$ cat src/sv/olws_pkg.sv
// Shared package of the ordered list with search unit.
// Holds request codes, status codes, field widths and the default depth.
// No dependencies.
`default_nettype none

package olws_pkg;

  localparam int OLWS_DEPTH = 16;

  localparam int DATA_W = 32;
  localparam int OP_W   = 3;
  localparam int ST_W   = 2;

  // Request codes
  localparam logic [OP_W-1:0] OP_PUSH_FRONT = 3'd0;
  localparam logic [OP_W-1:0] OP_PUSH_BACK  = 3'd1;
  localparam logic [OP_W-1:0] OP_INSERT     = 3'd2;
  localparam logic [OP_W-1:0] OP_POP_FRONT  = 3'd3;
  localparam logic [OP_W-1:0] OP_POP_BACK   = 3'd4;
  localparam logic [OP_W-1:0] OP_SEARCH     = 3'd5;

  // Status codes
  localparam logic [ST_W-1:0] ST_OK      = 2'd0;
  localparam logic [ST_W-1:0] ST_FULL    = 2'd1;
  localparam logic [ST_W-1:0] ST_EMPTY   = 2'd2;
  localparam logic [ST_W-1:0] ST_BAD_POS = 2'd3;

endpackage

`default_nettype wire

$ cat src/sv/olws_store.sv
// Ring storage of the ordered list: one write port, one registered read port.
// Logical indexes are mapped to physical slots relative to the head pointer.
// Depends on olws_pkg.
`default_nettype none

module olws_store #(
  parameter int DEPTH = olws_pkg::OLWS_DEPTH,
  parameter int AW    = $clog2(DEPTH)
) (
  input  wire                        clk_i,
  input  wire  [AW-1:0]              head_i,
  input  wire                        wr_en_i,
  input  wire  [AW-1:0]              wr_idx_i,
  input  wire  [olws_pkg::DATA_W-1:0] wr_data_i,
  input  wire  [AW-1:0]              rd_idx_i,
  output logic [olws_pkg::DATA_W-1:0] rd_data_o
);
  import olws_pkg::*;

  localparam logic [AW:0] DEPTH_W = (AW+1)'(DEPTH);

  logic [DATA_W-1:0] mem_q [DEPTH];
  logic [AW-1:0]     wr_phys;
  logic [AW-1:0]     rd_phys;

  // head + idx, wrapped once at DEPTH
  function automatic logic [AW-1:0] wrap_add(input logic [AW-1:0] base,
                                             input logic [AW-1:0] ofs);
    logic [AW:0] sum;
    sum = {1'b0, base} + {1'b0, ofs};
    if (sum >= DEPTH_W) begin
      sum = sum - DEPTH_W;
    end
    return sum[AW-1:0];
  endfunction

  assign wr_phys = wrap_add(head_i, wr_idx_i);
  assign rd_phys = wrap_add(head_i, rd_idx_i);

  always_ff @(posedge clk_i) begin
    if (wr_en_i) begin
      mem_q[wr_phys] <= wr_data_i;
    end
  end

  always_ff @(posedge clk_i) begin
    rd_data_o <= mem_q[rd_phys];
  end

endmodule

`default_nettype wire

$ cat src/sv/ordered_list_with_search_unit.sv
// Ordered list (deque) with linear search; front is logical index 0.
// Push, pop, end insert, empty search, unused codes, failed requests: result next cycle.
// Insert at index p < c entries: shift moves one slot per cycle, then drain, then place.
// Search: one stored entry read and compared per cycle.
// busy is high while an insert or search walks the storage; no new item meanwhile.
// Reset (rst_ni low, async) empties the list; stored values stay undefined.
`default_nettype none

module ordered_list_with_search_unit #(
  parameter int DEPTH = olws_pkg::OLWS_DEPTH,
  parameter int AW    = $clog2(DEPTH),
  parameter int CW    = $clog2(DEPTH + 1)
) (
  input  wire                          clk_i,
  input  wire                          rst_ni,
  input  wire                          start,
  output logic                         busy,
  input  wire  [olws_pkg::OP_W-1:0]    req_type_i,
  input  wire  signed [olws_pkg::DATA_W-1:0] value_i,
  input  wire  [CW-1:0]                position_i,
  output logic                         result_valid_o,
  output logic [olws_pkg::ST_W-1:0]    status_o,
  output logic                         found_o,
  output logic [AW-1:0]                found_index_o,
  output logic [CW-1:0]                entry_count_o
);
  import olws_pkg::*;

  // Sequencer states
  localparam logic [2:0] S_IDLE  = 3'd0;
  localparam logic [2:0] S_SHIFT = 3'd1;  // move tail entries one slot back
  localparam logic [2:0] S_DRAIN = 3'd2;  // write the last moved entry
  localparam logic [2:0] S_PLACE = 3'd3;  // drop the new value into its slot
  localparam logic [2:0] S_SRCH  = 3'd4;  // read and compare one entry per cycle

  localparam logic [CW-1:0] FULL_CNT = CW'(DEPTH);
  localparam logic [AW-1:0] LAST_IDX = AW'(DEPTH - 1);

  logic [2:0]        state_q, state_d;
  logic [CW-1:0]     count_q, count_d;
  logic [AW-1:0]     head_q, head_d;
  logic [DATA_W-1:0] val_q, val_d;
  logic [AW-1:0]     pos_q, pos_d;
  logic [AW-1:0]     s_q, s_d;            // walking index: shift source or search read
  logic [AW-1:0]     wr_idx_q, wr_idx_d;  // destination of the pending shift write
  logic              pend_q, pend_d;      // read data holds an entry still to be written
  logic              cmp_v_q, cmp_v_d;    // read data holds an entry to compare
  logic [AW-1:0]     cmp_idx_q, cmp_idx_d;
  logic              res_vld_q, res_vld_d;
  logic [ST_W-1:0]   status_q, status_d;
  logic              found_q, found_d;
  logic [AW-1:0]     fidx_q, fidx_d;

  logic              mem_we;
  logic [AW-1:0]     mem_widx;
  logic [DATA_W-1:0] mem_wdata;
  logic [DATA_W-1:0] mem_rdata;

  logic              accept;
  logic              is_full;
  logic              is_empty;
  logic [AW-1:0]     head_dec;
  logic [AW-1:0]     head_inc;

  assign busy     = (state_q != S_IDLE);
  assign accept   = start && !busy;
  assign is_full  = (count_q == FULL_CNT);
  assign is_empty = (count_q == '0);
  assign head_dec = (head_q == '0) ? LAST_IDX : head_q - AW'(1);
  assign head_inc = (head_q == LAST_IDX) ? '0 : head_q + AW'(1);

  olws_store #(
    .DEPTH (DEPTH),
    .AW    (AW)
  ) u_store (
    .clk_i     (clk_i),
    .head_i    (head_q),
    .wr_en_i   (mem_we),
    .wr_idx_i  (mem_widx),
    .wr_data_i (mem_wdata),
    .rd_idx_i  (s_q),
    .rd_data_o (mem_rdata)
  );

  always_comb begin
    state_d   = state_q;
    count_d   = count_q;
    head_d    = head_q;
    val_d     = val_q;
    pos_d     = pos_q;
    s_d       = s_q;
    wr_idx_d  = wr_idx_q;
    pend_d    = pend_q;
    cmp_v_d   = cmp_v_q;
    cmp_idx_d = cmp_idx_q;
    res_vld_d = 1'b0;
    status_d  = status_q;
    found_d   = found_q;
    fidx_d    = fidx_q;
    mem_we    = 1'b0;
    mem_widx  = wr_idx_q;
    mem_wdata = mem_rdata;

    case (state_q)
      S_IDLE: begin
        if (accept) begin
          // Every request that finishes here reports next cycle
          res_vld_d = 1'b1;
          status_d  = ST_OK;
          found_d   = 1'b0;
          fidx_d    = '0;
          val_d     = value_i;
          pos_d     = position_i[AW-1:0];
          pend_d    = 1'b0;
          cmp_v_d   = 1'b0;
          mem_wdata = value_i;
          case (req_type_i)
            OP_PUSH_FRONT: begin
              if (is_full) begin
                status_d = ST_FULL;
              end else begin
                // Logical DEPTH-1 relative to the old head is the new front slot
                mem_we   = 1'b1;
                mem_widx = LAST_IDX;
                head_d   = head_dec;
                count_d  = count_q + CW'(1);
              end
            end
            OP_PUSH_BACK: begin
              if (is_full) begin
                status_d = ST_FULL;
              end else begin
                mem_we   = 1'b1;
                mem_widx = count_q[AW-1:0];
                count_d  = count_q + CW'(1);
              end
            end
            OP_INSERT: begin
              if (is_full) begin
                status_d = ST_FULL;
              end else if (position_i > count_q) begin
                status_d = ST_BAD_POS;
              end else if (position_i == count_q) begin
                // Insert at the end: nothing to move
                mem_we   = 1'b1;
                mem_widx = count_q[AW-1:0];
                count_d  = count_q + CW'(1);
              end else begin
                res_vld_d = 1'b0;
                s_d       = count_q[AW-1:0] - AW'(1);
                state_d   = S_SHIFT;
              end
            end
            OP_POP_FRONT: begin
              if (is_empty) begin
                status_d = ST_EMPTY;
              end else begin
                head_d  = head_inc;
                count_d = count_q - CW'(1);
              end
            end
            OP_POP_BACK: begin
              if (is_empty) begin
                status_d = ST_EMPTY;
              end else begin
                count_d = count_q - CW'(1);
              end
            end
            OP_SEARCH: begin
              if (!is_empty) begin
                res_vld_d = 1'b0;
                s_d       = '0;
                state_d   = S_SRCH;
              end
            end
            default: begin
            end
          endcase
        end
      end

      S_SHIFT: begin
        // Write the entry read last cycle one slot back, read the next one down
        mem_we   = pend_q;
        wr_idx_d = s_q + AW'(1);
        pend_d   = 1'b1;
        if (s_q == pos_q) begin
          state_d = S_DRAIN;
        end else begin
          s_d = s_q - AW'(1);
        end
      end

      S_DRAIN: begin
        mem_we  = 1'b1;
        pend_d  = 1'b0;
        state_d = S_PLACE;
      end

      S_PLACE: begin
        mem_we    = 1'b1;
        mem_widx  = pos_q;
        mem_wdata = val_q;
        count_d   = count_q + CW'(1);
        res_vld_d = 1'b1;
        status_d  = ST_OK;
        found_d   = 1'b0;
        fidx_d    = '0;
        state_d   = S_IDLE;
      end

      S_SRCH: begin
        if (cmp_v_q && (mem_rdata == val_q)) begin
          res_vld_d = 1'b1;
          found_d   = 1'b1;
          fidx_d    = cmp_idx_q;
          cmp_v_d   = 1'b0;
          state_d   = S_IDLE;
        end else if (cmp_v_q && ((CW'(cmp_idx_q) + CW'(1)) == count_q)) begin
          // Last entry compared without a match
          res_vld_d = 1'b1;
          cmp_v_d   = 1'b0;
          state_d   = S_IDLE;
        end else begin
          cmp_v_d   = 1'b1;
          cmp_idx_d = s_q;
          s_d       = s_q + AW'(1);
        end
      end

      default: begin
        state_d = S_IDLE;
      end
    endcase
  end

  always_ff @(posedge clk_i or negedge rst_ni) begin
    if (!rst_ni) begin
      state_q   <= S_IDLE;
      count_q   <= '0;
      head_q    <= '0;
      pend_q    <= 1'b0;
      cmp_v_q   <= 1'b0;
      res_vld_q <= 1'b0;
    end else begin
      state_q   <= state_d;
      count_q   <= count_d;
      head_q    <= head_d;
      pend_q    <= pend_d;
      cmp_v_q   <= cmp_v_d;
      res_vld_q <= res_vld_d;
    end
  end

  always_ff @(posedge clk_i) begin
    val_q     <= val_d;
    pos_q     <= pos_d;
    s_q       <= s_d;
    wr_idx_q  <= wr_idx_d;
    cmp_idx_q <= cmp_idx_d;
    status_q  <= status_d;
    found_q   <= found_d;
    fidx_q    <= fidx_d;
  end

  // count_q already holds the count after the reported request
  assign result_valid_o = res_vld_q;
  assign status_o       = status_q;
  assign found_o        = found_q;
  assign found_index_o  = fidx_q;
  assign entry_count_o  = count_q;

  // A push on a full list reports full and leaves the count alone
  a_push_full: assert property (@(posedge clk_i) disable iff (!rst_ni)
    (accept && is_full &&
     (req_type_i == OP_PUSH_FRONT || req_type_i == OP_PUSH_BACK))
    |=> (res_vld_q && status_q == ST_FULL && $stable(count_q)))
    else $error("push on full list mishandled");

  // A pop on an empty list reports empty
  a_pop_empty: assert property (@(posedge clk_i) disable iff (!rst_ni)
    (accept && is_empty &&
     (req_type_i == OP_POP_FRONT || req_type_i == OP_POP_BACK))
    |=> (res_vld_q && status_q == ST_EMPTY && count_q == '0))
    else $error("pop on empty list mishandled");

  // Leaving a multi-cycle walk always delivers its result
  a_walk_done: assert property (@(posedge clk_i) disable iff (!rst_ni)
    $fell(busy) |-> res_vld_q)
    else $error("walk ended without a result");

  // A hit points inside the list and reports ok
  a_hit_range: assert property (@(posedge clk_i) disable iff (!rst_ni)
    (res_vld_q && found_q) |-> (status_q == ST_OK && CW'(fidx_q) < count_q))
    else $error("search hit outside the list");

  // The count never exceeds the depth
  a_count_max: assert property (@(posedge clk_i) disable iff (!rst_ni)
    count_q <= FULL_CNT)
    else $error("entry count above depth");

endmodule

`default_nettype wire

$ cat config.mk
export PLATFORM = sky130hd
export DESIGN_NAME = ordered_list_with_search_unit
export DESIGN_NICKNAME = d
export VERILOG_FILES = /design/src/sv/olws_pkg.sv /design/src/sv/olws_store.sv /design/src/sv/ordered_list_with_search_unit.sv
export SDC_FILE = /design/constraint.sdc
export NUM_CORES = 1
export LEC_CHECK = 0
export BUFFER_PORTS_ARGS = -buffer_cell sky130_fd_sc_hd__buf_2
export CAP_MARGIN = 20
export CORE_ASPECT_RATIO = 1.2
export CORE_MARGIN = 2
export CORE_UTILIZATION = 60
export CTS_CLUSTER_SIZE = 14
export DETAILED_ROUTE_END_ITERATION = 10
export GPL_TIMING_DRIVEN = 1
export PLACE_DENSITY = 0.81
export SLEW_MARGIN = 20
export SYNTH_ARGS = -nofsm -noshare
export SYNTH_HDL_FRONTEND = slang
export SYNTH_SLANG_ARGS = --single-unit
$ cat constraint.sdc
create_clock -name clk_i -period 14.55 [get_ports clk_i]
set_clock_uncertainty 0.2 [all_clocks]
set_input_delay 0.7275 -clock clk_i [delete_from_list [all_inputs] [get_ports clk_i]]
set_output_delay 0.7275 -clock clk_i [all_outputs]
set_load 0.02 [all_outputs]
==> metrics.txt, run 1 <==
status=finished, final reports clean; footprint of the multi-input gates=6429 um^2; pwr dens=230.7 nW/um^2; Starting DRT DRC Count=1398; DRC=0; share of layout cells above drive strength 1=0.2077; Fillers=2572; fin crit share=0.3714; Num CTS Buffers=54; Clock Tree Buf Depth=3; Tot GR Track Use=0.2750; Starting Density=0.6070; RSZ-0062 raised after global routing=false; CP endpoint kind=register; ys flop type=edfxtp_1; Core ar.=40740 um^2; depth of the CTS H-tree=2; synthesized area=24730 um^2; Hold Vio Cnt, Final=0; die width=189.3 um; IO buf count=56; FFs w/ async S/R, synth=0.02443; DRT antenna net count=0; HPWL Detailed=30.94 mm; first-pass GRT wire length=86.37 mm; vias=13490; top sig layer=met5; met2 WL=29.53 mm; setup bufs post-CTS=0; Syn-to-layout area delta=10.82%; Final Max Tran Viols=0; Placed Instances=1925; CTS tree=yes; VDD IR-drop max=0.1655 mV; WL met3=5.181 mm; number of library cell types mapped by synthesis=67; warnings from Yosys=0; Post-Synthesis Cells=1376; Hold Startpoint=value_i[12]; die footprint=42860 um^2; clk_lat worst skew=610 ps; Critical Path RT=14560 ps; vias per cell=6.647; max-cap violations=0; worst reg2reg startpoint=entry_count_o[2]; largest net degree at the start of global routing=65; flop2flop setup slack=9150 ps; sequential area share after synthesis=0.7296; final hold slack=102.2 ps; GR Overflow Total=0; fin cells=2029; Leak=9.000 nW; Crit Path Max Fanout=32; min cycle time layout=5404 ps; flops & latches, synth=614; WP data arrival=5420 ps; row cnt=81; WL met1=20.64 mm; Post-synth EDFFs=567; Worst Tran Pin Value=1018 ps; fmax=185.0 MHz; syn_nets=1441; vias in the first global route=13860; average size of a mapped cell=17.97 um^2; io pins=57; CTS sink count=614; crit start category=register; Critical path origin=entry_count_o[2]; slew margin rel.=0.3216; setup violators final=0; Post-Route WL=57.30 mm; Crit Path Category=register to register; initial antenna violation count=4; DR WL/cell=28.24 um; HP Class=primary input to register; Die Height=226.4 um; total negative slack=0 ps; iteration count of the initial detailed-routing pass=5; root buf cell=clkbuf_16; Routability Congestion=0.8887; clock-pin slew on the worst setup and hold paths=60 ps; nets=1508; total area of sequential cells=18040 um^2
## cell type report
| class | instances | share of cell area |
|---|---|---|
| multi-input combinational | 674 | 0.2346 |
| antenna | 2 | 0.0001826 |
| inverter | 22 | 0.003013 |
| sequential | 614 | 0.6584 |
| tap | 539 | 0.02461 |
| clock buffer | 82 | 0.05465 |
| timing repair buffer | 77 | 0.01607 |
| clock inverter | 19 | 0.008538 |
## metrics by stage
stage	setup slack, ps	power (mW)	area, um^2	utilization
4_1_cts	9236	6.328	27400	0.6725
5_1_grt	8738	6.590	27400	0.6726
2_1_floorplan	8219	4.193	24730	-
3_3_place_gp	9346	4.805	25650	0.6296
6_report	9146	6.322	27410	0.6727
3_5_place_dp	9217	4.873	25660	0.6298
## layout by cell type, fill, tap and decap left out, drive strengths merged, types with 3 or more instances in the layout
cell and count:
ha 20, and2 36, mux4 128, nor3 15
and3 14, a211oi 35, nor4b 4, nand2 155
xnor2 46, o21ai 26, a31oi 34, buf 76
edfxtp 567, a21oi 15, nor2 21, o211ai 4
clkinv 10, o21bai 3, dfrtp 15, nand3 12
nand4 10, bufinv 5, dfxtp 32, nand3b 6
o22ai 3, inv 24, a21o 3, a22oi 34
clkbuf 82, nor4 5, xor2 15
## path summary, 6_finish.rpt
| kind | end | depth (start not counted) |
|---|---|---|
| max | u_store.mem_q[1][3] | 15 |
| min | val_q[12] | 1 |
| max reg2reg | u_store.mem_q[1][3] | 15 |
| min reg2reg | pend_q | 2 |
| max in group asynchronous | entry_count_o[1] | 2 |
| min in group asynchronous | state_q[0] | 2 |
## critical path, stage by stage (launching register included)
cell and delay [ps]:
dfrtp_1 600, inv_1 160, ha_1 300, nand3_1 130, o31ai_1 490, and3_1 300
nor2_1 80, nand2_1 110, nand3_1 140, ha_1 400, a21oi_1 100, a21boi_0 340
nor2_1 150, a2111o_1 420, o211ai_2 140, and3_2 900
## what timing repair did
| item | CTS | global route |
|---|---|---|
| hold buffers | 1 | 0 |
| hold endpoints to repair | 15 | 0 |
| gates resized for setup | 0 | 0 |
## Yosys cell counts (12+ instances only)
cell,count,area share
xor2_1,15,0.0053
a211oi_1,34,0.010
inv_1,21,0.0032
nor2_1,20,0.0030
and3_1,14,0.0035
mux4_2,128,0.12
ha_1,20,0.010
clkbuf_1,38,0.0058
nand2_1,155,0.024
edfxtp_1,567,0.69
dfrtp_1,15,0.015
xnor2_1,46,0.016
a31oi_1,34,0.0086
a22oi_1,34,0.010
nand3_1,12,0.0024
o21ai_0,23,0.0047
nor3_1,14,0.0028
buf_2,22,0.0045
a21oi_1,14,0.0028
dfxtp_1,32,0.026
and2_1,33,0.0083
## layer usage
| metal | vias up | global-route usage |
|---|---|---|
| li1 | 5626 | - |
| met1 | 6908 | 0.3533 |
| met2 | 819 | 0.4715 |
| met3 | 130 | 0.05077 |
| met4 | 4 | 0.1063 |
| met5 | - | 0 |
## cell families after synthesis
group / count (synthesis) / synth area share
simple gates: 287 / 0.05581
buf+inv: 88 / 0.01523
compound gates: 174 / 0.04862
fa+ha+maj: 22 / 0.01174
mux: 130 / 0.1174
flops: 614 / 0.7296
xor+xnor: 61 / 0.02161
## where the power goes
part,switching (mW),internal [mW],total [mW]
logic,1.50,0.979,2.48
registers,0.0953,2.32,2.42
clock network,0.625,0.800,1.43
total,2.22,4.10,6.32
## registers in the layout (all words and copies together) (netlist names)
signal	flops
cmp_v_q	1
wr_idx_q	4
u_store.rd_data_o	32
found_index_o	4
head_q	4
found_o	1
result_valid_o	1
s_q	4
u_store.mem_q	512
val_q	32
cmp_idx_q	4
entry_count_o	5
pend_q	1
status_o	2
state_q	3
pos_q	4
Power figures use the tool's default switching activity.
==> inputs of run 2 (changes only) <==
==> constraint.sdc (replaced) <==
create_clock -name clk_i -period 5.2 [get_ports clk_i]
set_clock_uncertainty 0.2 [all_clocks]
set_input_delay 0.26 -clock clk_i [delete_from_list [all_inputs] [get_ports clk_i]]
set_output_delay 0.26 -clock clk_i [all_outputs]
set_load 0.02 [all_outputs]
==> run 2 against run 1 <==
Total power increased to 2.9 times the previous value. Critical path depth unchanged. Largest power group unchanged. Highest routed layer is now met4. Cell area increased by 3.0%.
==> metrics.txt, run 2 (synthesized netlist as in run 1, its figures left out) <==
status=finished, final reports clean; min cycle time layout=4917 ps (-487.5 ps); combinational cell fraction of total power=0.405 (+0.013); Fillers=2482 (-3.5%); Num CTS Buffers=55 (+1.9%); # diodes=0 (-2); Flop pwr share=0.374 (-0.009); HP Class=primary input to register; Syn-to-layout area delta=14.18%; nets=1570 (+4.1%); CTS tree=yes; HPWL Detailed=34.08 mm (+10%); total negative slack=0 ps (unchanged); die footprint=42860 um^2 (unchanged); VDD IR-drop max=0.7087 mV (+330%); fin crit share=0.9455 (+0.5741); clk_lat worst skew=590 ps (-20 ps); Die Height=226.4 um (unchanged); Placed Instances=1946 (+1.1%); DRC=0 (unchanged); GR Overflow Total=0 (unchanged); worst setup margin=283.3 ps (-8863 ps); hold path depth=4 (+3); root buf cell=clkbuf_16; IO buf count=56 (unchanged); CTS Hold Bufs=41 (+40); Placement Cell Area=26070 um^2 (+1.6%); CP endpoint kind=register; commonest cells after routing, fill and taps aside=edfxtp_1 (567), nand2_1 (155), mux4_2 (128); vias in the first global route=14190 (+2.4%); Top reg by flops=u_store.mem_q; commonest non-fill, non-tap cell in the layout=edfxtp_1; iteration count of the initial detailed-routing pass=7 (+2); fmax=203.4 MHz (+9.9%); Tot GR Track Use=0.2878 (+0.01276); first-pass GRT wire length=89.68 mm (+3.8%); Crit Path Category=register to register; Leak=9.357 nW (+4.0%); Switching Fraction=0.3584 (+0.007331); RSZ-0062 raised after global routing=false; clock share of power=0.221 (-0.004); cells on worst reg2reg path=15 (unchanged); setup bufs post-CTS=0 (unchanged); Clock Tree Buf Depth=3 (unchanged); Post-Route WL=60.04 mm (+4.8%); post-CTS resize count=0 (unchanged); max-cap violations=0 (unchanged); CTS sink count=614 (unchanged); Hold Vio Cnt, Final=0 (unchanged); vias=13800 (+2.3%); setup violators final=0 (unchanged); io pins=57 (unchanged); Core ar.=40740 um^2 (unchanged); Starting Density=0.6070 (unchanged); fin cells=2089 (+3.0%); WP data arrival=4970 ps (-450 ps); P_sw=6.476 mW (+190%); largest net degree at the start of global routing=60 (-7.7%); Routability Congestion=0.8909 (+0.25%); flop2flop setup slack=280 ps (-8860 ps); row cnt=81 (unchanged); design area=28240 um^2 (+3.0%); crit start category=register; slew margin rel.=0.2502 (-0.07139); depth of the CTS H-tree=2 (unchanged); Final Max Tran Viols=0 (unchanged); Regs by FF count=u_store.mem_q x512, u_store.rd_data_o x32, val_q x32; Crit Path Max Fanout=22 (-31%); Total Power=18.07 mW (+190%); Worst Tran Pin Value=1109 ps (+91.45 ps); Critical Path RT=5250 ps (-9310 ps); vias per cell=6.605 (-0.63%); initial antenna violation count=1 (-3); share of layout cells above drive strength 1=0.2181 (+0.01040); DRT antenna net count=0 (unchanged); Starting DRT DRC Count=1490 (+6.6%); pre-CTS WS=402.6 ps (-8814 ps); Pint=11.60 mW (+180%); max reg flops=512 (unchanged); pwr dens=640.0 nW/um^2 (+180%); DR WL/cell=28.74 um (+1.8%); die width=189.3 um (unchanged); clock-pin slew on the worst setup and hold paths=60 ps (about the same)
-- run 2: cell types whose count changed in the layout (fill, tap and decap cells not counted), sizes merged --
cell         delta
buf            +21
bufinv          -4
clkbuf          +5
clkinv          +1
clkinvlp        -1
diode           -2
dlygate4sd3    +40
-- run 2: stage by stage --
step                hold WS [ps]    util
detailed placement         18.81  0.6399
floorplan                 -235.6       -
finish                     49.96  0.6930
CTS                        6.682  0.6930
global placement           8.277  0.6399
global route               67.33  0.6930
-- run 2: area by class of cell --
type,count,area (um^2),area share
Sequential cell,614,18040,0.6390
Multi-Input combinational cell,674,6472,0.2292
Clock buffer,87,1629,0.05769
Timing Repair Buffer,138,1211,0.04289
Tap cell,539,674.4,0.02388
Clock inverter,15,123.9,0.004387
Inverter,22,82.58,0.002925
-- run 2: worst paths after layout --
check | startpoint | end
hold / removal | req_type_i[0] | status_o[0]
max in group asynchronous | rst_ni | entry_count_o[2]
hold reg to reg | pend_q | pend_q
min in group asynchronous | rst_ni | cmp_v_q
setup reg to reg | entry_count_o[3] | u_store.mem_q[15][10]
setup / recovery | entry_count_o[3] | u_store.mem_q[15][10]
-- run 2: per-layer routing --
| layer | wire [um] | global-route usage |
|---|---|---|
| met4 | 2350 | 0.1178 |
| met5 | 0 | 0 |
| met3 | 4880 | 0.04891 |
| met1 | 21710 | 0.3690 |
| met2 | 31100 | 0.4943 |
-- run 2: critical path, cell delays in order (launching register included) --
cell     delay (ps)
dfrtp_1         480
inv_2           110
ha_1            310
nand3_1         140
o31ai_1         480
and3_1          300
nor2_1           90
nand2_1          80
nand3_1         100
ha_1            210
inv_1            80
fa_1            490
nor4b_1         620
nand2_1         280
nor3_4          200
buf_4           390
-- run 2: power by group through the flow --
| stage | combinational [mW] | sequential, mW | clock (mW) |
|---|---|---|---|
| after floorplan | 4.98 | 6.76 | 0 |
| after global placement | 6.94 | 6.84 | 0 |
| after detailed placement | 7.14 | 6.86 | 0 |
| after CTS | 7.32 | 6.76 | 4.00 |
| after global routing | 7.82 | 6.79 | 4.19 |
| final | 7.32 | 6.77 | 3.98 |
